[config.mk]
export PLATFORM = sky130hd
export DESIGN_NAME = ordered_list_append_remove_dump
export DESIGN_NICKNAME = d
export VERILOG_FILES = /design/src/design/ola_pkg.sv /design/src/design/ola_dp.sv /design/src/design/ola_ctrl.sv /design/src/design/ordered_list_append_remove_dump.sv
export SDC_FILE = /design/constraint.sdc
export NUM_CORES = 1
export LEC_CHECK = 0
export BUFFER_PORTS_ARGS = -buffer_cell sky130_fd_sc_hd__buf_2
export CAP_MARGIN = 0
export CORE_MARGIN = 2
export CORE_UTILIZATION = 60
export CTS_CLUSTER_DIAMETER = 40
export DETAILED_ROUTE_END_ITERATION = 8
export HOLD_SLACK_MARGIN = 0.05
export PLACE_DENSITY = 0.85
export RECOVER_POWER = 100
export SKIP_LAST_GASP = 1
export SYNTH_ARGS = -nofsm -noshare
export SYNTH_HDL_FRONTEND = slang
export SYNTH_SLANG_ARGS = --single-unit
[constraint.sdc]
create_clock -name clk -period 10.1 [get_ports clk]
set_clock_uncertainty 0.05 [all_clocks]
set_input_delay 2.02 -clock clk [delete_from_list [all_inputs] [get_ports clk]]
set_output_delay 2.02 -clock clk [all_outputs]
set_load 0.005 [all_outputs]
[src/design/ola_pkg.sv]
// Shared operation and result codes and the command and status structs for the ordered list.
`timescale 1ns / 1ps
`default_nettype none

package ola_pkg;

    localparam logic [1:0] FUNC_APPEND = 2'd0;
    localparam logic [1:0] FUNC_REMOVE = 2'd1;
    localparam logic [1:0] FUNC_REPORT = 2'd2;
    localparam logic [1:0] FUNC_NOP    = 2'd3;

    localparam logic [2:0] ST_APPENDED = 3'd0;
    localparam logic [2:0] ST_FULL     = 3'd1;
    localparam logic [2:0] ST_REMOVED  = 3'd2;
    localparam logic [2:0] ST_NOTFOUND = 3'd3;
    localparam logic [2:0] ST_ENTRY    = 3'd4;
    localparam logic [2:0] ST_EMPTY    = 3'd5;

    typedef struct packed {
        logic       in_load;
        logic       rd_en;
        logic       wr_en;
        logic       wr_sel_rdata;
        logic       count_inc;
        logic       count_dec;
        logic       out_load;
        logic       out_entry;
        logic       out_last;
        logic [2:0] out_status;
    } cmd_t;

    typedef struct packed {
        logic match;
        logic out_free;
    } stat_t;

endpackage

`default_nettype wire

[src/design/ola_dp.sv]
// Datapath: entry memory, entry count, compare and the result register.
`timescale 1ns / 1ps
`default_nettype none

module ola_dp #(
    parameter int CAPACITY = 32,
    parameter int AW       = 5,
    parameter int CW       = 6
) (
    input  wire logic                clk,
    input  wire logic                rst_n,
    input  wire ola_pkg::cmd_t       cmd,
    input  wire logic [AW-1:0]       rd_addr,
    input  wire logic [AW-1:0]       wr_addr,
    input  wire logic signed [31:0]  in_value,
    output ola_pkg::stat_t           stat,
    output logic [CW-1:0]            count,
    input  wire logic                out_stall,
    output logic                     out_valid,
    output logic [2:0]               out_status,
    output logic signed [31:0]       out_entry_value,
    output logic                     out_last
);

    logic signed [31:0] mem [CAPACITY];
    logic signed [31:0] rdata_reg;
    logic signed [31:0] value_reg;
    logic [CW-1:0]      count_reg;
    logic [CW-1:0]      count_next;
    logic               out_valid_reg;
    logic [2:0]         out_status_reg;
    logic signed [31:0] out_entry_reg;
    logic               out_last_reg;
    logic signed [31:0] wr_data;

    assign wr_data = cmd.wr_sel_rdata ? rdata_reg : value_reg;

    always_ff @(posedge clk)
    begin
        if (cmd.wr_en)
        begin
            mem[wr_addr] <= wr_data;
        end
        if (cmd.rd_en)
        begin
            rdata_reg <= mem[rd_addr];
        end
        if (cmd.in_load)
        begin
            value_reg <= in_value;
        end
        if (cmd.out_load)
        begin
            out_status_reg <= cmd.out_status;
            out_entry_reg  <= cmd.out_entry ? rdata_reg : 32'sd0;
            out_last_reg   <= cmd.out_last;
        end
    end

    always_comb
    begin
        count_next = count_reg;
        if (cmd.count_inc)
        begin
            count_next = count_reg + CW'(1);
        end
        else if (cmd.count_dec)
        begin
            count_next = count_reg - CW'(1);
        end
    end

    always_ff @(posedge clk or negedge rst_n)
    begin
        if (!rst_n)
        begin
            count_reg     <= '0;
            out_valid_reg <= 1'b0;
        end
        else
        begin
            count_reg <= count_next;
            if (cmd.out_load)
            begin
                out_valid_reg <= 1'b1;
            end
            else if (!out_stall)
            begin
                out_valid_reg <= 1'b0;
            end
        end
    end

    assign stat.match    = (rdata_reg == value_reg);
    assign stat.out_free = !out_valid_reg || !out_stall;

    assign count           = count_reg;
    assign out_valid       = out_valid_reg;
    assign out_status      = out_status_reg;
    assign out_entry_value = out_entry_reg;
    assign out_last        = out_last_reg;

endmodule

`default_nettype wire

[src/design/ola_ctrl.sv]
// Controller: sequences append, scan-and-shift remove and the report stream.
`timescale 1ns / 1ps
`default_nettype none

module ola_ctrl #(
    parameter int CAPACITY = 32,
    parameter int AW       = 5,
    parameter int CW       = 6
) (
    input  wire logic           clk,
    input  wire logic           rst_n,
    input  wire logic           req_valid,
    output logic                req_stall,
    input  wire logic [1:0]     func,
    input  wire ola_pkg::stat_t stat,
    input  wire logic [CW-1:0]  count,
    output ola_pkg::cmd_t       cmd,
    output logic [AW-1:0]       rd_addr,
    output logic [AW-1:0]       wr_addr
);

    localparam logic [2:0] S_IDLE   = 3'd0;
    localparam logic [2:0] S_APPEND = 3'd1;
    localparam logic [2:0] S_RESP   = 3'd2;
    localparam logic [2:0] S_SCAN   = 3'd3;
    localparam logic [2:0] S_REPORT = 3'd4;

    logic [2:0]    state_reg, state_next;
    logic [CW-1:0] ra_reg, ra_next;
    logic [CW-1:0] da_reg, da_next;
    logic          pend_reg, pend_next;
    logic          found_reg, found_next;
    logic [2:0]    rsp_reg, rsp_next;

    logic          more;
    logic          take;
    logic          issue;
    logic          last_hit;
    logic [CW-1:0] da_m1;
    logic [CW-1:0] da_p1;

    assign more     = (ra_reg < count);
    assign da_m1    = da_reg - CW'(1);
    assign da_p1    = da_reg + CW'(1);
    assign last_hit = (da_p1 == count);
    assign take     = pend_reg && stat.out_free;
    assign issue    = more && (!pend_reg || take);

    assign req_stall = (state_reg != S_IDLE);
    assign rd_addr   = ra_reg[AW-1:0];

    always_comb
    begin
        state_next = state_reg;
        ra_next    = ra_reg;
        da_next    = da_reg;
        pend_next  = pend_reg;
        found_next = found_reg;
        rsp_next   = rsp_reg;
        cmd        = '0;
        wr_addr    = '0;

        case (state_reg)
            S_IDLE:
            begin
                if (req_valid)
                begin
                    cmd.in_load = 1'b1;
                    ra_next     = '0;
                    pend_next   = 1'b0;
                    found_next  = 1'b0;
                    case (func)
                        ola_pkg::FUNC_APPEND:
                        begin
                            state_next = S_APPEND;
                        end
                        ola_pkg::FUNC_REMOVE:
                        begin
                            if (count == '0)
                            begin
                                rsp_next   = ola_pkg::ST_NOTFOUND;
                                state_next = S_RESP;
                            end
                            else
                            begin
                                state_next = S_SCAN;
                            end
                        end
                        ola_pkg::FUNC_REPORT:
                        begin
                            if (count == '0)
                            begin
                                rsp_next   = ola_pkg::ST_EMPTY;
                                state_next = S_RESP;
                            end
                            else
                            begin
                                state_next = S_REPORT;
                            end
                        end
                        default:
                        begin
                            state_next = S_IDLE;
                        end
                    endcase
                end
            end

            S_APPEND:
            begin
                if (count >= CW'(CAPACITY))
                begin
                    rsp_next = ola_pkg::ST_FULL;
                end
                else
                begin
                    cmd.wr_en     = 1'b1;
                    wr_addr       = count[AW-1:0];
                    cmd.count_inc = 1'b1;
                    rsp_next      = ola_pkg::ST_APPENDED;
                end
                state_next = S_RESP;
            end

            S_RESP:
            begin
                if (stat.out_free)
                begin
                    cmd.out_load   = 1'b1;
                    cmd.out_status = rsp_reg;
                    cmd.out_last   = 1'b1;
                    state_next     = S_IDLE;
                end
            end

            S_SCAN:
            begin
                // read data is registered and arrives the cycle after its address; after the match
                // each entry is written one slot lower to close the gap
                if (pend_reg)
                begin
                    if (found_reg)
                    begin
                        cmd.wr_en        = 1'b1;
                        cmd.wr_sel_rdata = 1'b1;
                        wr_addr          = da_m1[AW-1:0];
                    end
                    else if (stat.match)
                    begin
                        found_next = 1'b1;
                    end
                end
                if (more)
                begin
                    cmd.rd_en = 1'b1;
                    ra_next   = ra_reg + CW'(1);
                    da_next   = ra_reg;
                    pend_next = 1'b1;
                end
                else
                begin
                    pend_next = 1'b0;
                    if (found_reg || stat.match)
                    begin
                        cmd.count_dec = 1'b1;
                        rsp_next      = ola_pkg::ST_REMOVED;
                    end
                    else
                    begin
                        rsp_next = ola_pkg::ST_NOTFOUND;
                    end
                    state_next = S_RESP;
                end
            end

            S_REPORT:
            begin
                if (take)
                begin
                    cmd.out_load   = 1'b1;
                    cmd.out_status = ola_pkg::ST_ENTRY;
                    cmd.out_entry  = 1'b1;
                    cmd.out_last   = last_hit;
                    if (last_hit)
                    begin
                        state_next = S_IDLE;
                    end
                end
                if (issue)
                begin
                    cmd.rd_en = 1'b1;
                    ra_next   = ra_reg + CW'(1);
                    da_next   = ra_reg;
                    pend_next = 1'b1;
                end
                else if (take)
                begin
                    pend_next = 1'b0;
                end
            end

            default:
            begin
                state_next = S_IDLE;
            end
        endcase
    end

    always_ff @(posedge clk or negedge rst_n)
    begin
        if (!rst_n)
        begin
            state_reg <= S_IDLE;
            ra_reg    <= '0;
            da_reg    <= '0;
            pend_reg  <= 1'b0;
            found_reg <= 1'b0;
            rsp_reg   <= ola_pkg::ST_APPENDED;
        end
        else
        begin
            state_reg <= state_next;
            ra_reg    <= ra_next;
            da_reg    <= da_next;
            pend_reg  <= pend_next;
            found_reg <= found_next;
            rsp_reg   <= rsp_next;
        end
    end

endmodule

`default_nettype wire

[src/design/ordered_list_append_remove_dump.sv]
// Top level of the ordered list: controller plus datapath.
//
//   channel   signals                           dir   accepted when
//   request   req_valid req_stall func value    in    req_valid && !req_stall
//   result    rsp_valid rsp_stall status        out   rsp_valid && !rsp_stall
//             entry_value last
//
// Append writes at the entry count unless full; remove makes one memory read
// per entry through the single read port, shifting in the same pass (none on an
// empty list); report streams one entry per cycle while results are not stalled.
// A finished result waits in the output register; a stalled result holds the
// sequencer only where the next result needs that register.
// Reset clears the entry count and all control state; the memory is not cleared.
`timescale 1ns / 1ps
`default_nettype none

module ordered_list_append_remove_dump #(
    parameter int CAPACITY = 32
) (
    input  wire logic               clk,
    input  wire logic               rst_n,
    input  wire logic               req_valid,
    output logic                    req_stall,
    input  wire logic [1:0]         func,
    input  wire logic signed [31:0] value,
    output logic                    rsp_valid,
    input  wire logic               rsp_stall,
    output logic [2:0]              status,
    output logic signed [31:0]      entry_value,
    output logic                    last
);

    localparam int AW = (CAPACITY > 1) ? $clog2(CAPACITY) : 1;
    localparam int CW = $clog2(CAPACITY + 1);

    ola_pkg::cmd_t  cmd;
    ola_pkg::stat_t stat;
    logic [CW-1:0]  count;
    logic [AW-1:0]  rd_addr;
    logic [AW-1:0]  wr_addr;

    ola_ctrl #(
        .CAPACITY (CAPACITY),
        .AW       (AW),
        .CW       (CW)
    ) u_ctrl (
        .clk       (clk),
        .rst_n     (rst_n),
        .req_valid (req_valid),
        .req_stall (req_stall),
        .func      (func),
        .stat      (stat),
        .count     (count),
        .cmd       (cmd),
        .rd_addr   (rd_addr),
        .wr_addr   (wr_addr)
    );

    ola_dp #(
        .CAPACITY (CAPACITY),
        .AW       (AW),
        .CW       (CW)
    ) u_dp (
        .clk             (clk),
        .rst_n           (rst_n),
        .cmd             (cmd),
        .rd_addr         (rd_addr),
        .wr_addr         (wr_addr),
        .in_value        (value),
        .stat            (stat),
        .count           (count),
        .out_stall       (rsp_stall),
        .out_valid       (rsp_valid),
        .out_status      (status),
        .out_entry_value (entry_value),
        .out_last        (last)
    );

endmodule

`default_nettype wire

# After elaboration in Yosys (flattened, before gate mapping)
# Memories as Yosys holds them, arrays and structs flattened. A register that Yosys moved wholly into a read port is not among the register bits.
# Cells that the tools add are included.
# classes
magnitude_cmp	2
n_addsub	5
n_eq_ne	21
muxes	63
n_reduce_logical	23
# op_table
operator	count
6-bit 2-to-1 mux	8
32-bit == test	1
32-bit 2-to-1 mux	1
3-bit 2-to-1 mux	10
1-bit 2-to-1 mux	25
6-bit by 1-bit adder with 6-bit output, second input constant	3
3-bit case mux with 3 select lines	2
6-bit case mux with 3 select lines	1
5-bit 2-to-1 mux	3
3-bit case mux with 5 select lines	1
2-bit by 1-bit != test with 1-bit output, second input constant	7
6-bit case mux with 2 select lines	1
5-bit case mux with 2 select lines	1
3-bit AND reduction	3
3-bit nonzero test	3
1-bit case mux with 2 select lines	4
4-bit case mux with 2 select lines	1
3-bit by 2-bit == test with 1-bit output, second input constant	2
6-bit == test	1
6-bit >= comparator, second input constant	1
6-bit zero test	1
6-bit < comparator	1
3-bit by 2-bit != test with 1-bit output, second input constant	2
3-bit case mux with 2 select lines	1
21 further kinds	30
# totals
elab_cells	127
inputBits	38
memories	1
register_bits	95
ram_bits	1024
# mem_list
name	depth	word_bits	read_ports	rd_clocked_by_memory_dff	wr	line	text
u_dp.mem	32	32	1	1	1	ola_dp.sv:25	logic signed [31:0] mem [CAPACITY];

# Logic depth before layout (Yosys ltp)
# depth
depth_word	7
ltp_mapped	10
ltp_nobuf	10

# Cells and area by module
# A second synthesis with hierarchy kept.
# unflattened
hier_cells	2382
area_unflattened_um2	45317.2
# modules_own_cells
mod	area_each_um2	cells_per_inst	seq_area_each_um2	n_inst
ola_dp	43673.1	2185	33927.5	1
ola_ctrl	1644.1	197	500.5	1

# Least setup slack after synthesis
# No wires, ideal clock.
# synth_timing
kind	register -> register
start	register u_ctrl.da_reg[0]
end	memory u_dp.mem[0][0] (enable)
setup_ns	0.421
setup_slack_ns	6.459
stages_incl_launch_ff	10
period_less_slack_ns	3.641
arrival_ns	3.169
path_buffers	1
path_cell_list	dfrtp_1 clkbuf_1 inv_1 ha_1 nor3b_1 xnor2_1 a2bb2oi_1 and2_1 nand2_1 nor2_1
# synth_via
elab_chain_len	4
# synth_lines
item	line	text
start, declared	ola_ctrl.sv:30	logic [CW-1:0] da_reg, da_next;
start signal, assigned	ola_ctrl.sv:224	da_reg <= da_next;
5-bit by 1-bit subtractor with 5-bit output	ola_ctrl.sv:43	assign da_m1 = da_reg - CW'(1);
5-bit 2-to-1 mux	ola_ctrl.sv:142	if (found_reg)
5-bit 2-to-1 mux	ola_ctrl.sv:140	if (pend_reg)
5-bit case mux with 2 select lines	ola_ctrl.sv:63	case (state_reg)
end, declared	ola_dp.sv:25	
# Every way passes these cells.

# Final worst setup path
# layout_timing
start	register u_ctrl.state_reg[1]
end	memory u_dp.mem[28][0] (enable)
# layout_via
elab_chain_len	4
word_cells_on_any_way	6
classes_between	eq/ne: 2; mux: 4
# layout_lines
item	line	text
start, declared	ola_ctrl.sv:28	logic [2:0] state_reg, state_next;
start signal, assigned	ola_ctrl.sv:222	state_reg <= state_next;
3-bit by 2-bit == test with 1-bit output or 3-bit by 1-bit == test with 1-bit output (tied branches)	ola_ctrl.sv:63	
1-bit case mux with 2 select lines	ola_ctrl.sv:63	
1-bit 2-to-1 mux	ola_dp.sv:40	if (cmd.wr_en)
1-bit 2-to-1 mux (not written as such)	ola_dp.sv:42	mem[wr_addr] <= wr_data;
# Several ways; a longest one is shown, not always the timed one.

==> impl_metrics.csv <==
group,metric,value,unit
floorplanning,die_w,277,um
worst_setup_path,cp_common_cell,"clkbuf_1",
cts,cts.htree.levels,3,
synth,async_reset_ff_share,2.35,%
cts,cts.clk_slew.worst_paths,0.06,ns
sta,slew_violations,589,
synth,yosys-top-cells-area,"edfxtp_1 75%, mux4_2 16%, mux2_2 1.7%",
global_routing,met1_usage,42.7,%
floorplanning,rows,100,
floorplanning,core_area,0.0742,mm^2
sta,finalHoldViolCount,0,
hold_path,hp-class,"reg2reg",
global_routing,antenna_found_initial,2,
hold_path,min-delay-start,"u_ctrl.rsp_reg[1]",
synth,synth_area_leader_cell,"edfxtp_1",
worst_setup_path,worstReg2RegEnd,"u_dp.mem[28][0]",
routing,postRouteAntennaNets,0,
synth,synth_nets,1982,
hold_path,hold-path-cell-count,1,
worst_setup_path,cp-start-kind,"register",
synth,yosysWarnings,0,
synth,synth_seq_area_share,76.9,%
synth,synthTopCellsByCount,"1,124 x edfxtp_1, 320 x mux4_2, 69 x mux2_2",
worst_setup_path,required,10.27,ns
cts,cts_made_buffers,121,
worst_setup_path,worstSetupEndpointType,"register",
global_routing,use_met3,7.54,%
synth,synth_edf_count,1124,
global_routing,grt_max_degree,161,
worst_setup_path,reg2reg_slack,2.65,ns
place,io_buffers,75,
floorplanning,die_y,277,um
layout,drive_above_1_share,28.6,%
synth,synth_cells,1927,
worst_setup_path,crit_chain,"and3b_1 -> nand3_2 -> clkbuf_1 -> a21oi_1 -> a21oi_1 -> o21ai_0 -> clkbuf_1 -> nor2_4 -> clkbuf_1",
worst_setup_path,worstReg2RegStart,"u_ctrl.state_reg[1]",
cts,cts.hold.buffers_added,0,
sta,slew_headroom,-187,%
sta,fmaxAchievable,134,MHz
synth,synth_ff_type,"edfxtp_1",
synth,yosysTopAreaCellShare,75.4,%
global_routing,grt_overflow_total,0,
layout,area_growth,12.3,%
cts,max-clock-path-buffers,3,
routing,drc,0,
global_routing,grt.total_usage,31.7,%
cts,insertion_delay,0.73,ns
routing,dr.pass1.iters,6,
cts,clock-root-buffer,"clkbuf_16",
cts,cts.sinks,1151,
global_routing,grt_pass1_vias,23000,
worst_setup_path,crit_path_top_delay_cell,"clkbuf_1",
job,max-cap-violations,20,
synth,syn_area_per_cell,23.2,um^2
layout,utilization,67.8,%
cts,cts_tree,"done",
sta,fin_crit,7.45,ns
power,worst_ir_drop_vdd,202,uV
power,p_per_area,254,mW/mm^2
layout,largest-register,"u_dp.mem",
synth,syn-cell-area,0.0448,mm^2
run_status,status,"finished with violations",
global_routing,grtUsageMet2,50.1,%
global_routing,grt_pass1_wl,169000,um
worst_setup_path,arrival,7.61,ns
routing,viasPerCell,7.15,
cts,post_cts_buffers,0,
cts,cts_resized,0,
floorplanning,die_area,0.0768,mm^2
sta,tightest_slew,4.30,ns
worst_setup_path,slowest_delay,2.54,ns
routing,vias,22600,
sta,rsz0062_at_grt,"no",
floorplanning,initial_utilization,60.3,%
power,power.leakage,15.5,nW
worst_setup_path,cp_max_fo,42,
layout,largest_reg_flops,1024,
worst_setup_path,crit_family,"buffers and inverters",
place,gp_congestion,0.842,
run_status,violations,"max-capacitance violations, max-slew violations",
routing,routed_wl,119000,um
sta,setup_viol,0,
layout,nNetsFinal,2135,
routing,routedWlPerCell,37.8,um
worst_setup_path,crit_type,"reg2reg",
layout,instances_no_fill,3155,
routing,drt_iter0_drc,3873,
global_routing,top_usage_layer,"met2",
synth,synth_cell_types,50,
worst_setup_path,worstRegToRegCells,9,
sta,whs,0.449,ns
place,hpwl,55800,um
floorplanning,pin_count,76,
place,place_inst,2926,
synth,synth-seq-cells,1151,
worst_setup_path,worst-path-buf-inv,3,
hold_path,hold_path_end,"u_ctrl.rsp_reg[1]",
sta,setup-tns-final,0,ns
synth,synth_most_common_cell,"edfxtp_1",
sta,finalCritPeriodShare,73.7,%
==> layout by cell type, fill, tap and decap left out, drive strengths merged, types with 12 or more instances in the layout <==
cell type     n
xnor2        43
inv          39
buf          55
nor2         50
and2         34
dfrtp        27
nand2        23
ha           16
mux4        320
edfxtp     1124
nand3        12
o21ai        14
mux2         70
clkinv       53
clkbuf      208
==> metal layers <==
layer | vias to the layer above | wire length (um)
met5 | - | 0
met4 | 0 | 6140
met1 | 11700 | 39600
met2 | 2070 | 57900
met3 | 374 | 15700
li1 | 8460 | -
==> how the worst max path moves through the flow <==
stage                                   start            endpoint  slack (ns)  depth (start not counted)
after global routing      u_ctrl.state_reg[1]     u_dp.mem[28][2]        2.76                          9
after detailed placement     u_ctrl.ra_reg[0]  u_dp.rdata_reg[10]        5.63                          5
after CTS                    u_ctrl.ra_reg[0]  u_dp.rdata_reg[12]        5.62                          5
final                     u_ctrl.state_reg[1]     u_dp.mem[28][0]        2.65                          9
after global placement       u_ctrl.ra_reg[0]  u_dp.rdata_reg[11]        5.77                          5
after floorplan              u_ctrl.da_reg[0]      u_dp.mem[0][0]        6.46                          9
==> power by group <==
| group | internal [mW] | leakage (nW) | total [mW] | switching, mW |
|---|---|---|---|---|
| clock network | 2.47 | 1.94 | 4.40 | 1.94 |
| registers | 5.70 | 10.5 | 5.96 | 0.257 |
| logic | 1.13 | 3.03 | 2.42 | 1.29 |
==> cell families after synthesis <==
kind of cell    share of synthesized area [%]
simple gates                             1.73
flops                                    76.9
xor+xnor                                0.959
buf+inv                                  1.15
compound gates                          0.746
mux                                      18.0
fa+ha+maj                               0.492
==> layout make-up <==
class / instances / area (um^2)
Multi-Input combinational cell: 667 / 9980
Sequential cell: 1151 / 34400
Inverter: 17 / 63.8
Clock inverter: 87 / 840
Tap cell: 969 / 1210
Timing Repair Buffer: 122 / 629
Fill cell: 4231 / 23900
Clock buffer: 141 / 3100
Antenna cell: 1 / 2.50
==> through the flow <==
stage          worst slack, ns  power (mW)  cell area (um^2)
2_1_floorplan             6.46        7.69             44800
3_3_place_gp              5.77        8.26             46500
3_5_place_dp              5.63        8.38             46500
4_1_cts                   5.62        12.8             50500
5_1_grt                   2.76        13.1             50300
6_report                  2.65        12.8             50300
Note: power is estimated with default switching activity, not from simulation.
